**src/design/utf8c_pkg.sv**
```systemverilog
// utf8c_pkg: shared types and constants for the utf-8 safe text checker
// used by utf8c_step, utf8c_verdict and utf8_safe_text_checker
`default_nettype none

package utf8c_pkg;

    localparam int BYTE_W   = 8;
    localparam int LIMIT_W  = 17;
    localparam int TOTAL_W  = 17;
    localparam int CODE_W   = 21;
    localparam int CFG_IDX_W = 2;
    localparam int CFG_DATA_W = 17;
    localparam int IN_DATA_W  = 8;
    localparam int OUT_DATA_W = 24;

    localparam logic [LIMIT_W-1:0] LIMIT_RESET = 17'h10000;

    localparam logic [BYTE_W-1:0] ASCII_MAX    = 8'h7F;
    localparam logic [BYTE_W-1:0] LEAD2_LO     = 8'hC2;
    localparam logic [BYTE_W-1:0] LEAD2_HI     = 8'hDF;
    localparam logic [BYTE_W-1:0] LEAD3_LO     = 8'hE0;
    localparam logic [BYTE_W-1:0] LEAD3_HI     = 8'hEF;
    localparam logic [BYTE_W-1:0] LEAD4_LO     = 8'hF0;
    localparam logic [BYTE_W-1:0] LEAD4_HI     = 8'hF4;
    localparam logic [BYTE_W-1:0] CTRL_LIMIT   = 8'h20;
    localparam logic [BYTE_W-1:0] BYTE_TAB     = 8'h09;
    localparam logic [BYTE_W-1:0] BYTE_LF      = 8'h0A;
    localparam logic [BYTE_W-1:0] BYTE_CR      = 8'h0D;
    localparam logic [1:0]        CONT_TAG     = 2'b10;

    localparam logic [CODE_W-1:0] CP_MIN_2     = 21'h000080;
    localparam logic [CODE_W-1:0] CP_MIN_3     = 21'h000800;
    localparam logic [CODE_W-1:0] CP_MIN_4     = 21'h010000;
    localparam logic [CODE_W-1:0] CP_MAX       = 21'h10FFFF;
    localparam logic [CODE_W-1:0] SURR_LO      = 21'h00D800;
    localparam logic [CODE_W-1:0] SURR_HI      = 21'h00DFFF;

    typedef enum logic [1:0] {
        SEQ_NONE  = 2'd0,
        SEQ_TWO   = 2'd1,
        SEQ_THREE = 2'd2,
        SEQ_FOUR  = 2'd3
    } seq_class_t;

    typedef enum logic [2:0] {
        FAULT_NONE    = 3'd0,
        FAULT_EMPTY   = 3'd1,
        FAULT_LENGTH  = 3'd2,
        FAULT_UTF8    = 3'd3,
        FAULT_CONTROL = 3'd4
    } fault_kind_t;

    typedef enum logic [CFG_IDX_W-1:0] {
        CFG_LENGTH_LIMIT = 2'd0,
        CFG_EMPTY_OK     = 2'd1,
        CFG_BREAKS_OK    = 2'd2,
        CFG_UNUSED       = 2'd3
    } cfg_index_t;

    typedef struct packed {
        logic [1:0]        cont_left;
        logic [CODE_W-1:0] code;
        seq_class_t        seq_class;
        logic              utf8_fault;
        logic              ctrl_fault;
    } text_state_t;

endpackage

`default_nettype wire

```
**src/design/utf8c_step.sv**
```systemverilog
// utf8c_step: per-byte update of the utf-8 decoder and control byte flags
// depends on utf8c_pkg
`default_nettype none

module utf8c_step
(
    input  wire logic [utf8c_pkg::BYTE_W-1:0] text_byte,
    input  wire logic                         breaks_ok,
    input  wire utf8c_pkg::text_state_t       st_in,
    output utf8c_pkg::text_state_t            st_out
);

    logic [utf8c_pkg::CODE_W-1:0] code_shift;
    logic [utf8c_pkg::CODE_W-1:0] least;
    logic [1:0]                   cont_dec;
    logic                         is_break;

    assign code_shift = {st_in.code[utf8c_pkg::CODE_W-7:0], text_byte[5:0]};
    assign cont_dec   = st_in.cont_left - 2'd1;
    assign is_break   = (text_byte == utf8c_pkg::BYTE_TAB) || (text_byte == utf8c_pkg::BYTE_LF)
                        || (text_byte == utf8c_pkg::BYTE_CR);

    always_comb
    begin
        case (st_in.seq_class)
            utf8c_pkg::SEQ_TWO:   least = utf8c_pkg::CP_MIN_2;
            utf8c_pkg::SEQ_THREE: least = utf8c_pkg::CP_MIN_3;
            default:              least = utf8c_pkg::CP_MIN_4;
        endcase
    end

    always_comb
    begin
        st_out = st_in;
        if (st_in.cont_left == 2'd0)
        begin
            if (text_byte <= utf8c_pkg::ASCII_MAX)
            begin
                st_out = st_in;
            end
            else if (text_byte inside {[utf8c_pkg::LEAD2_LO:utf8c_pkg::LEAD2_HI]})
            begin
                st_out.cont_left = 2'd1;
                st_out.code      = {16'd0, text_byte[4:0]};
                st_out.seq_class = utf8c_pkg::SEQ_TWO;
            end
            else if (text_byte inside {[utf8c_pkg::LEAD3_LO:utf8c_pkg::LEAD3_HI]})
            begin
                st_out.cont_left = 2'd2;
                st_out.code      = {17'd0, text_byte[3:0]};
                st_out.seq_class = utf8c_pkg::SEQ_THREE;
            end
            else if (text_byte inside {[utf8c_pkg::LEAD4_LO:utf8c_pkg::LEAD4_HI]})
            begin
                st_out.cont_left = 2'd3;
                st_out.code      = {18'd0, text_byte[2:0]};
                st_out.seq_class = utf8c_pkg::SEQ_FOUR;
            end
            else
            begin
                st_out.utf8_fault = 1'b1;
            end
        end
        else if (text_byte[7:6] != utf8c_pkg::CONT_TAG)
        begin
            // broken sequence, byte is not reused as a lead
            st_out.utf8_fault = 1'b1;
            st_out.cont_left  = 2'd0;
            st_out.code       = '0;
            st_out.seq_class  = utf8c_pkg::SEQ_NONE;
        end
        else if (cont_dec != 2'd0)
        begin
            st_out.cont_left = cont_dec;
            st_out.code      = code_shift;
        end
        else
        begin
            st_out.cont_left = 2'd0;
            st_out.code      = '0;
            st_out.seq_class = utf8c_pkg::SEQ_NONE;
            if ((code_shift < least) || (code_shift > utf8c_pkg::CP_MAX)
                || ((code_shift >= utf8c_pkg::SURR_LO) && (code_shift <= utf8c_pkg::SURR_HI)))
            begin
                st_out.utf8_fault = 1'b1;
            end
        end

        if ((text_byte < utf8c_pkg::CTRL_LIMIT) && !(breaks_ok && is_break))
        begin
            st_out.ctrl_fault = 1'b1;
        end
    end

endmodule

`default_nettype wire

```
**config.mk**
```make
export PLATFORM = sky130hd
export DESIGN_NAME = utf8c_step
export DESIGN_NICKNAME = d
export VERILOG_FILES = /design/src/design/utf8c_pkg.sv /design/src/design/utf8c_step.sv
export SDC_FILE = /design/constraint.sdc
export NUM_CORES = 1
export LEC_CHECK = 0
export BUFFER_PORTS_ARGS = -buffer_cell sky130_fd_sc_hd__buf_4
export CAP_MARGIN = 20
export CORE_ASPECT_RATIO = 0.8
export CORE_UTILIZATION = 40
export DETAILED_ROUTE_END_ITERATION = 8
export PLACE_DENSITY = 0.9
export SLEW_MARGIN = 15
export SYNTH_ARGS = -nofsm -noshare
export SYNTH_HDL_FRONTEND = slang
export SYNTH_SLANG_ARGS = --single-unit
```
**constraint.sdc**
```tcl
create_clock -name vclk -period 2.3
set_input_delay 0.345 -clock vclk [all_inputs]
set_output_delay 0.345 -clock vclk [all_outputs]
set_load 0.005 [all_outputs]
```
== Yosys cells after proc, flatten, opt, wreduce, memory -nomap -nowiden ==
Index checks and enable logic that the tools add are counted.

* Register bits: 0
* Input port bits: 36

* $add $sub $neg: 1
* $lt $le $gt $ge: 12
* Eq/ne operators: 6
* Muxes and demuxes: 14
* Reductions and logical operators: 13

{| class="wikitable"
|+ Operator list
! operator !! number
|-
| 2-to-1 mux 26 bit || 3
|-
| 2-to-1 mux 25 bit || 3
|-
| one-hot mux 17 bit (2 select lines) || 1
|-
| == test 8 x 4 -> 1 bit (second input constant) || 3
|-
| >= comparator 8 bit (second input constant) || 3
|-
| less-or-equal comparator 8 bit (second input constant) || 3
|-
| 2-to-1 mux 23 bit || 1
|-
| >= comparator 21 x 16 -> 1 bit (second input constant) || 1
|-
| > comparator 21 bit (second input constant) || 1
|-
| less-or-equal comparator 21 x 16 -> 1 bit (second input constant) || 1
|-
| < comparator 21 bit || 1
|-
| less-or-equal comparator 8 x 7 -> 1 bit (second input constant) || 1
|-
| < comparator 8 x 6 -> 1 bit (second input constant) || 1
|-
| logical AND 1 bit || 6
|-
| 2-to-1 mux 1 bit || 5
|-
| logical OR 1 bit || 4
|-
| 2-to-1 mux 3 bit || 1
|-
| == test 2 x 1 -> 1 bit (second input constant) || 1
|-
| == test 2 bit (second input constant) || 1
|-
| zero test 2 bit || 1
|-
| inequality test 2 bit (second input constant) || 1
|-
| nonzero test 2 bit || 1
|-
| subtractor 2 x 1 -> 2 bit (second input constant) || 1
|-
| zero test 1 bit || 1
|}

== Logic depth before layout (Yosys ltp) ==
Gate-level depths: netlist of run 1.

* Depth in word-level cells: 9
* Depth in mapped cells: 8
* Mapped depth without buffers: 8

== Worst setup path before layout of run 1 ==
No wires, ideal clock.

* Kind: input to output
* Start: input st_in[2] in the netlist's numbering
* End: output st_out[1] in the netlist's numbering
* Data arrival time: 1.631 ns
* Required time: 1.955 ns
* Setup slack: 0.324 ns
* Stages on the path: 8
* Path through: inv_1 -> ha_1 -> inv_1 -> ha_1 -> nor4b_1 -> nand2_1 -> o41ai_1 -> nand2b_1

{| class="wikitable"
|+ RTL lines
! item !! line !! RTL
|-
| start: declaration || utf8c_step.sv:9 || <nowiki>input wire utf8c_pkg::text_state_t st_in,</nowiki>
|-
| end: declaration || utf8c_step.sv:10 || <nowiki>output utf8c_pkg::text_state_t st_out</nowiki>
|}

==> results.ini, run 1 <==
[drt]
wl_per_cell_um = 14.7
drt_first_pass_iters = 4
vias = 1060
drcViolationCount = 0
drt_iter0_drc = 19
ant_nets = 0
via_per_inst = 5.96
routed_wl_um = 2610

[pwr]
peakVddDrop_v = 0.000113
p_leak_nw = 0.610
powerDensity_mw_per_mm2 = 186
p_total_mw = 0.220

[timing]
min_period_over_period_pct = 96.6
tightestPinTransition_ps = 397
drv_slew = 0
hold_viol_final = 0
hold_ws_ps = 971
finalCriticalPeriod_ps = 2220
finalSetupViolCount = 0
max_freq_ghz = 0.450
tns_ps = 0
slew_headroom_pct = 73.3
layout_setup_ws_ps = 77.5

[synth]
yosys.cell_types.count = 40
synth_top_area_share_pct = 22.3
synth_compound_area_share_pct = 52.8
yosysWarnings = 0
synth_nets = 139
synthTopCellsByArea = a22o_1, ha_1, inv_1, o21ai_0, buf_6
synthMuxAreaShare_pct = 1.42
syn_avg_cell_area_um2 = 7.28
synth_top_area_cell = a22o_1
synth_xor_area_share_pct = 0
synth-adder-area-share_pct = 10.6
synth_area_um2 = 706
synth_top_family_by_area = compound AO/OA/AOI/OAI gates
synthCells = 97
yosys.area_share.simple_pct = 22.2
yosysSeqAreaShare_pct = 0

[layout]
multi_input_area_um2 = 621
clock_buffer_count = 0
final_cells = 178
fin_util_pct = 71.9
diodes = 0
seqCellArea_um2 = 0
seq_cell_count = 0
fillCellCount = 136
drive_gt1_share_pct = 46.8
syn_to_final_growth_pct = 67.4
postLayoutCellArea_mm2 = 0.00118
nets = 200

[place]
place_congestion = 0.831
place_area_mm2 = 0.00117
hpwl_um = 2140
pre_cts_ws_ps = 24.2
dpl.cell_count = 178
portBuffers = 63

[floorplan]
die_h_um = 39.6
std_cell_rows = 13
num_io_pins = 63
die_w_um = 49.0
fp.dieArea_mm2 = 0.00194
core-area_mm2 = 0.00164
start_util_pct = 43.0

[status]
status = completed

[critical_path]
cp-start-kind = input port
end_kind = primary output
worstPathArrival_ps = 1880
crit_type = input port to primary output
path_max_fanout = 3
cp_data_required_time_ps = 1960

[global_route]
grt_pass1_wl_um = 3800
grt-ovfl-total = 0
grt_antenna_before_repair = 0
grt_max_degree = 22
grt_use_total_pct = 25.6
first_global_vias = 853

[worst_hold_path]
hold_class = input port to primary output
hold_start = st_in[21]
min_to = st_out[21]
hold_depth = 3

[clock_network]
post-cts-setup-buffers = 0

[run]
max_cap_violations = 0

-- report_power, final --
| part | switching (mW) | leakage, nW | internal, mW |
|---|---|---|---|
| combinational | 0.0963 | 0.610 | 0.124 |
| sequential | 0 | 0 | 0 |
| clock | 0 | 0 | 0 |
| total | 0.0963 | 0.610 | 0.124 |
-- cells in the final DEF (no fill, tap or decap), types with 2 or more instances in the layout --
cell type / n
a21boi_0: 2
a21oi_1: 4
a22o_1: 18
a22o_2: 2
buf_4: 65
ha_1: 6
inv_1: 12
nand2_1: 4
nor3_1: 4
nor4_1: 2
o21ai_0: 8
o41ai_1: 2
or3_1: 2
-- Yosys cell counts (all sizes together), types with 2 or more instances --
master,number
o41ai,2
buf,4
ha,6
o21a,2
nor3,5
clkbuf,2
nor4,2
nand2,4
a21boi,2
nand2b,2
or3,2
o21ai,8
or4,2
a22o,20
inv,12
a21oi,4
-- per-layer routing --
metal	vias to the layer above	wire length, um	global-route usage [%]
li1	508	-	-
met1	509	1150	32.4
met2	39	1280	47.9
met3	4	155	2.71
met4	0	31	4.41
met5	-	0	0
-- critical path, stage by stage --
cell	delay (ps)
buf_4	90
inv_1	40
ha_1	260
inv_1	40
ha_1	180
nor4b_2	270
nand2_1	90
o41ai_1	330
nand2b_1	140
buf_4	100
-- timing repair --
| item | 4_1_cts | 5_1_grt |
|---|---|---|
| endpoints found under the setup margin | 0 | 1 |
| hold buffers | 0 | 0 |
| resized for setup | 0 | 1 |
| endpoints found under the hold margin | 0 | 0 |
-- cell type report --
cell class	count	share of cell area (%)
multi-input cells	79	52.5
repair buffers	65	41.3
inverters	12	3.81
well taps	22	2.33
-- cell families after synthesis --
logic type | Yosys count
compound gates | 48
fa+ha+maj | 6
buf+inv | 18
simple gates | 24
mux | 1
-- worst max-delay path by stage --
stage / from / to / depth (start not counted)
final: st_in[2] / st_out[1] / 10
after global placement: st_in[2] / st_out[1] / 10
after global routing: st_in[2] / st_out[1] / 10
after floorplan: st_in[2] / st_out[1] / 8
after detailed placement: st_in[2] / st_out[1] / 10
after CTS: st_in[2] / st_out[1] / 10
No activity file was read; power rests on OpenSTA's default activity.
==> run 2, diff against run 1 <==
--- a/config.mk
+++ b/config.mk
@@ -5,12 +5,14 @@
 export SDC_FILE = /design/constraint.sdc
 export NUM_CORES = 1
 export LEC_CHECK = 0
+export ABC_AREA = 1
 export BUFFER_PORTS_ARGS = -buffer_cell sky130_fd_sc_hd__buf_4
 export CAP_MARGIN = 20
 export CORE_ASPECT_RATIO = 0.8
-export CORE_UTILIZATION = 40
+export CORE_MARGIN = 4
+export CORE_UTILIZATION = 43
 export DETAILED_ROUTE_END_ITERATION = 8
-export PLACE_DENSITY = 0.9
+export PLACE_DENSITY = 0.91
 export SLEW_MARGIN = 15
 export SYNTH_ARGS = -nofsm -noshare
 export SYNTH_HDL_FRONTEND = slang
==> run 2 against run 1 <==
Net effect: maximum frequency is essentially flat; non-clock buffer count is the same; area after synthesis is 16% higher; critical path type unchanged; sequential cell count is the same; highest routed layer is now met3; critical endpoint unchanged.
==> results.ini, run 2 <==
[timing]
finalSetupViolCount = 0  ; unchanged
hold_viol_final = 0  ; unchanged
tightestPinTransition_ps = 255  ; -142 ps
max_freq_ghz = 0.450  ; about the same
drv_slew = 0  ; unchanged
min_period_over_period_pct = 96.7  ; about the same
finalCriticalPeriod_ps = 2220  ; +1.62 ps
slew_headroom_pct = 83.0  ; +9.7 points

[layout]
final_cells = 232  ; +30%
final_common_cell = buf_4
drive_gt1_share_pct = 44.3  ; -2.5 points
syn_to_final_growth_pct = 60.6
seq_cell_count = 0  ; unchanged
diodes = 0  ; unchanged
seqCellArea_um2 = 0  ; unchanged
fin_util_pct = 77.3  ; +5.4 points
clock_buffer_count = 0  ; unchanged
final_cell_mix = buf_4, nand2_1, inv_1
nets = 254  ; +27%

[synth]
yosysSeqAreaShare_pct = 0  ; unchanged
synth_xor_area_share_pct = 0  ; unchanged
yosysWarnings = 0  ; unchanged
synth_top_family_by_area = simple AND/OR/NAND/NOR gates
synth_most_common_cell = nand2_1
synthTopCellsByArea = nand2_1, o22ai_2, inv_1, ha_1, nor2_1
yosys.cell_types.count = 28  ; -30%
synth-adder-area-share_pct = 9.13  ; -1.5 points
synth_top_area_share_pct = 15.5  ; -6.8 points
netlist_top_cells_count = nand2_1, inv_1, nor2_1
synthMuxAreaShare_pct = 0  ; -1.4 points
synthCells = 148  ; +53%
synth_nets = 190  ; +37%
yosys.area_share.simple_pct = 39.0  ; +17 points
synth_compound_area_share_pct = 33.8  ; -19 points
synth_area_um2 = 822  ; +16%
synth_top_area_cell = nand2_1
syn_avg_cell_area_um2 = 5.55  ; -24%

[floorplan]
die_h_um = 47.1  ; +19%
num_io_pins = 63  ; unchanged
std_cell_rows = 13  ; unchanged
die_w_um = 56.9  ; +16%
fp.dieArea_mm2 = 0.00268  ; +38%
core-area_mm2 = 0.00171  ; +4.0%
start_util_pct = 48.1  ; +5.2 points

[critical_path]
end_kind = primary output
worstPathArrival_ps = 1880  ; about the same
startpoint = st_in[2]
crit_type = input port to primary output
path_max_fanout = 3  ; unchanged
cp_data_required_time_ps = 1960  ; about the same
cp-start-kind = input port

[drt]
drt_iter0_drc = 22  ; +3
via_per_inst = 5.08  ; -15%
routed-wl-met3_um = 211  ; +36%
vias = 1178  ; +11%
ant_nets = 0  ; unchanged
met1_length_um = 1300  ; +13%
routed_wl_um = 2890  ; +11%
wl_met2_um = 1380  ; +7.9%
dr.max_layer_used = met3
wl_per_cell_um = 12.4  ; -15%
drt_first_pass_iters = 4  ; unchanged
drcViolationCount = 0  ; unchanged

[place]
place_congestion = 0.842  ; +1.3%
portBuffers = 63  ; unchanged
hpwl_um = 2420  ; +13%
dpl.cell_count = 232  ; +30%

[clock_network]
post-cts-setup-buffers = 0  ; unchanged
ctsResizeCount = 0  ; unchanged
cts_hold_buf = 0  ; unchanged

[worst_hold_path]
min_to = st_out[0]
hold_class = input port to primary output
hold_start = st_in[0]
hold_depth = 3  ; unchanged

[global_route]
grt-ovfl-total = 0  ; unchanged
grt_pass1_wl_um = 4380  ; +15%
grt_max_degree = 16  ; -27%
grt_use_total_pct = 19.8  ; -5.8 points
grt_antenna_before_repair = 0  ; unchanged
first_global_vias = 1056  ; +24%

[pwr]
switching_share_pct = 48.6  ; +4.8 points
clockPowerShare_pct = 0  ; unchanged
switchingPower_mw = 0.118  ; +23%
share_comb_of_total_power_pct = 100.0  ; about the same
peakVddDrop_v = 0.000114  ; +0.58%
p_leak_nw = 0.743  ; +22%
p_int_mw = 0.125  ; +1.2%
power_frac_seq_pct = 0  ; unchanged
powerDensity_mw_per_mm2 = 184  ; -0.94%

[status]
status = completed

[run]
max_cap_violations = 0  ; unchanged

## run 2: cell types whose count changed in the layout (fill, tap and decap cells not counted), moves of 7 or more
cell | before | now
nor2_1 | 0 | 16
o22ai_2 | 0 | 9
a22o_1 | 18 | 0
o21ai_1 | 0 | 7
nand2_1 | 4 | 34
nand3_1 | 1 | 9
inv_1 | 12 | 26
## run 2: worst max-delay path: stages
cell and delay [ps]:
buf_4 90, inv_1 50, ha_1 300, inv_2 70, ha_4 200, a21oi_1 150, o21ai_0 110, nor2_1 120
nand2_1 60, nand3_1 70, nand2_1 50, nand2_1 50, nand2_1 40, nand2_1 60, buf_4 100
## run 2: area by class of cell
type / count / area, um^2
multi-input combinational: 114 / 686
timing repair buffer: 65 / 488
fill: 143 / 388
inverter: 31 / 119
tap: 22 / 27.5
## run 2: kinds of logic after synthesis
kind of cell    Yosys count
buf+inv                  34
simple gates             70
fa+ha+maj                 6
compound gates           38
## run 2: power by group through the flow
stage | clock (mW) | combinational (mW) | sequential (mW)
after floorplan | 0 | 0.115 | 0
after global placement | 0 | 0.230 | 0
after detailed placement | 0 | 0.237 | 0
after CTS | 0 | 0.237 | 0
after global routing | 0 | 0.267 | 0
final | 0 | 0.243 | 0
## run 2: worst max-delay path by stage
stage	cells past startpoint	slack [ps]	endpoint
finish	15	80	st_out[1]
global route	15	-40	st_out[1]
CTS	15	90	st_out[1]
detailed placement	15	110	st_out[1]
global placement	15	160	st_out[1]
floorplan	13	420	st_out[1]
## run 2: stage by stage
stage          TNS [ps]  area (um^2)  total power [mW]  setup slack (ps)  hold WS, ps
2_1_floorplan         0          822             0.115               418          764
3_3_place_gp          0         1310             0.230               160          942
3_5_place_dp          0         1310             0.237               105          951
4_1_cts               0         1310             0.237              92.5          951
5_1_grt           -44.3         1320             0.267             -44.3          961
6_report              0         1320             0.243              75.9          949
## run 2: routing by layer
layer / global-route usage [%] / vias to the layer above
met4: 0.926 / 0
met3: 1.65 / 0
met2: 37.8 / 47
li1: - / 610
met5: 0 / -
met1: 26.0 / 521
==> run 3, diff against run 2 <==
==> constraint.sdc (replaced) <==
create_clock -name vclk -period 2.1
set_input_delay 0.105 -clock vclk [all_inputs]
set_output_delay 0.105 -clock vclk [all_outputs]
set_load 0.005 [all_outputs]
==> run 3 against run 2 <==
Net effect: non-clock buffer count is the same; final cell count is the same; power grew 6.7%; combinational power grew 7%; first-iteration DRC count grew 120%; critical path depth is the same; final area shrank 0.95%; wire length shrank 1.5%; worst setup slack gained 330 ps; critical path type unchanged; critical endpoint unchanged.
==> results.ini, run 3 (synthesis gave the netlist of run 2 again) <==
[floorplan]
die_h_um = 47.1  ; unchanged
die_w_um = 56.9  ; unchanged
fp.dieArea_mm2 = 0.00268  ; unchanged
start_util_pct = 48.1  ; unchanged
std_cell_rows = 13  ; unchanged
num_io_pins = 63  ; unchanged
core-area_mm2 = 0.00171  ; unchanged

[layout]
nets = 254  ; unchanged
seq_cell_count = 0  ; unchanged
fillCellCount = 135  ; -5.6%
drive_gt1_share_pct = 43.3  ; -0.95 points
final_cell_mix = buf_4, nand2_1, inv_1
clock_buffer_count = 0  ; unchanged
multi_input_area_um2 = 673  ; -1.8%
seqCellArea_um2 = 0  ; unchanged
final_cells = 232  ; unchanged
diodes = 0  ; unchanged
final_common_cell = buf_4
syn_to_final_growth_pct = 59.1

[pwr]
share_comb_of_total_power_pct = 100.0  ; about the same
powerDensity_mw_per_mm2 = 199  ; +7.7%
power_frac_seq_pct = 0  ; unchanged
p_int_mw = 0.134  ; +6.8%
clockPowerShare_pct = 0  ; unchanged
p_leak_nw = 0.744  ; +0.14%
peakVddDrop_v = 0.000129  ; +13%
p_total_mw = 0.260  ; +6.7%
switching_share_pct = 48.6  ; about the same
switchingPower_mw = 0.126  ; +6.6%

[clock_network]
cts_hold_buf = 0  ; unchanged
ctsResizeCount = 0  ; unchanged
post-cts-setup-buffers = 0  ; unchanged

[drt]
routed_wl_um = 2840  ; -1.5%
drcViolationCount = 0  ; unchanged
ant_nets = 0  ; unchanged
wl_per_cell_um = 12.3  ; -1.5%
drt_iter0_drc = 49  ; +120%
via_per_inst = 5.21  ; +2.5%
vias = 1208  ; +2.5%
drt_first_pass_iters = 4  ; unchanged

[timing]
tightestPinTransition_ps = 247  ; -7.56 ps
hold_ws_ps = 466  ; -483 ps
rsz0062_at_grt = no
max_freq_ghz = 0.589
finalSetupViolCount = 0  ; unchanged
finalCriticalPeriod_ps = 1700
tns_ps = 0  ; unchanged
drv_slew = 0  ; unchanged
min_period_over_period_pct = 80.8
slew_headroom_pct = 83.5  ; +0.50 points
hold_viol_final = 0  ; unchanged

[place]
portBuffers = 63  ; unchanged
dpl.cell_count = 232  ; unchanged
hpwl_um = 2480  ; +2.6%
place_congestion = 0.858  ; +1.8%

[critical_path]
cp_data_required_time_ps = 2000  ; +40 ps
path_max_fanout = 3  ; unchanged
crit_type = input port to primary output
worstPathArrival_ps = 1590  ; -290 ps
end_kind = primary output
cp-start-kind = input port

[global_route]
first_global_vias = 1090  ; +3.2%
grt-ovfl-total = 0  ; unchanged
grt_use_total_pct = 20.6  ; +0.77 points
grt_pass1_wl_um = 4540  ; +3.6%
grt_antenna_before_repair = 0  ; unchanged
grt_max_degree = 16  ; unchanged

[worst_hold_path]
hold_class = input port to primary output

[status]
status = completed

[run]
max_cap_violations = 0  ; unchanged

==> run 3: per-layer routing <==
layer / part of all wire, % / GRT usage [%] / vias to the layer above
li1: - / - / 611
met1: 41 / 25.4 / 529
met2: 49 / 41.9 / 66
met3: 9.7 / 1.92 / 2
met4: 0.11 / 0 / 0
met5: 0 / 0 / -
==> run 3: worst max-delay path: stages <==
cell,delay (ps)
buf_4,90
inv_1,40
ha_1,260
inv_1,40
ha_1,300
a21oi_1,160
o21ai_0,90
nor2_1,80
nand2_1,50
nand3_1,60
nand2_1,50
nand2_1,50
nand2_1,40
nand2_1,60
buf_4,100
==> run 3: power by group through the flow <==
stage / combinational, mW / clock [mW] / sequential [mW]
finish: 0.260 / 0 / 0
global route: 0.288 / 0 / 0
CTS: 0.260 / 0 / 0
detailed placement: 0.259 / 0 / 0
global placement: 0.253 / 0 / 0
floorplan: 0.126 / 0 / 0
==> run 3: final timing paths <==
kind	slack, ps	from	endpoint	depth (start not counted)
setup / recovery	400	st_in[2]	st_out[1]	15
hold / removal	470	st_in[1]	st_out[1]	4
==> run 3: area by class of cell <==
type                       count  share of cell area [%]
tap                           22                    2.11
timing repair buffer          65                    37.3
multi-input combinational    114                    51.5
inverter                      31                    9.09
==> run 3: stage by stage <==
stage / setup slack [ps] / area [um^2] / utilization (%)
after global placement: 441 / 1310 / 76.6
after floorplan: 698 / 822 / -
after detailed placement: 406 / 1310 / 76.6
after CTS: 402 / 1310 / 76.6
after global routing: 217 / 1310 / 76.6
final: 403 / 1310 / 76.6
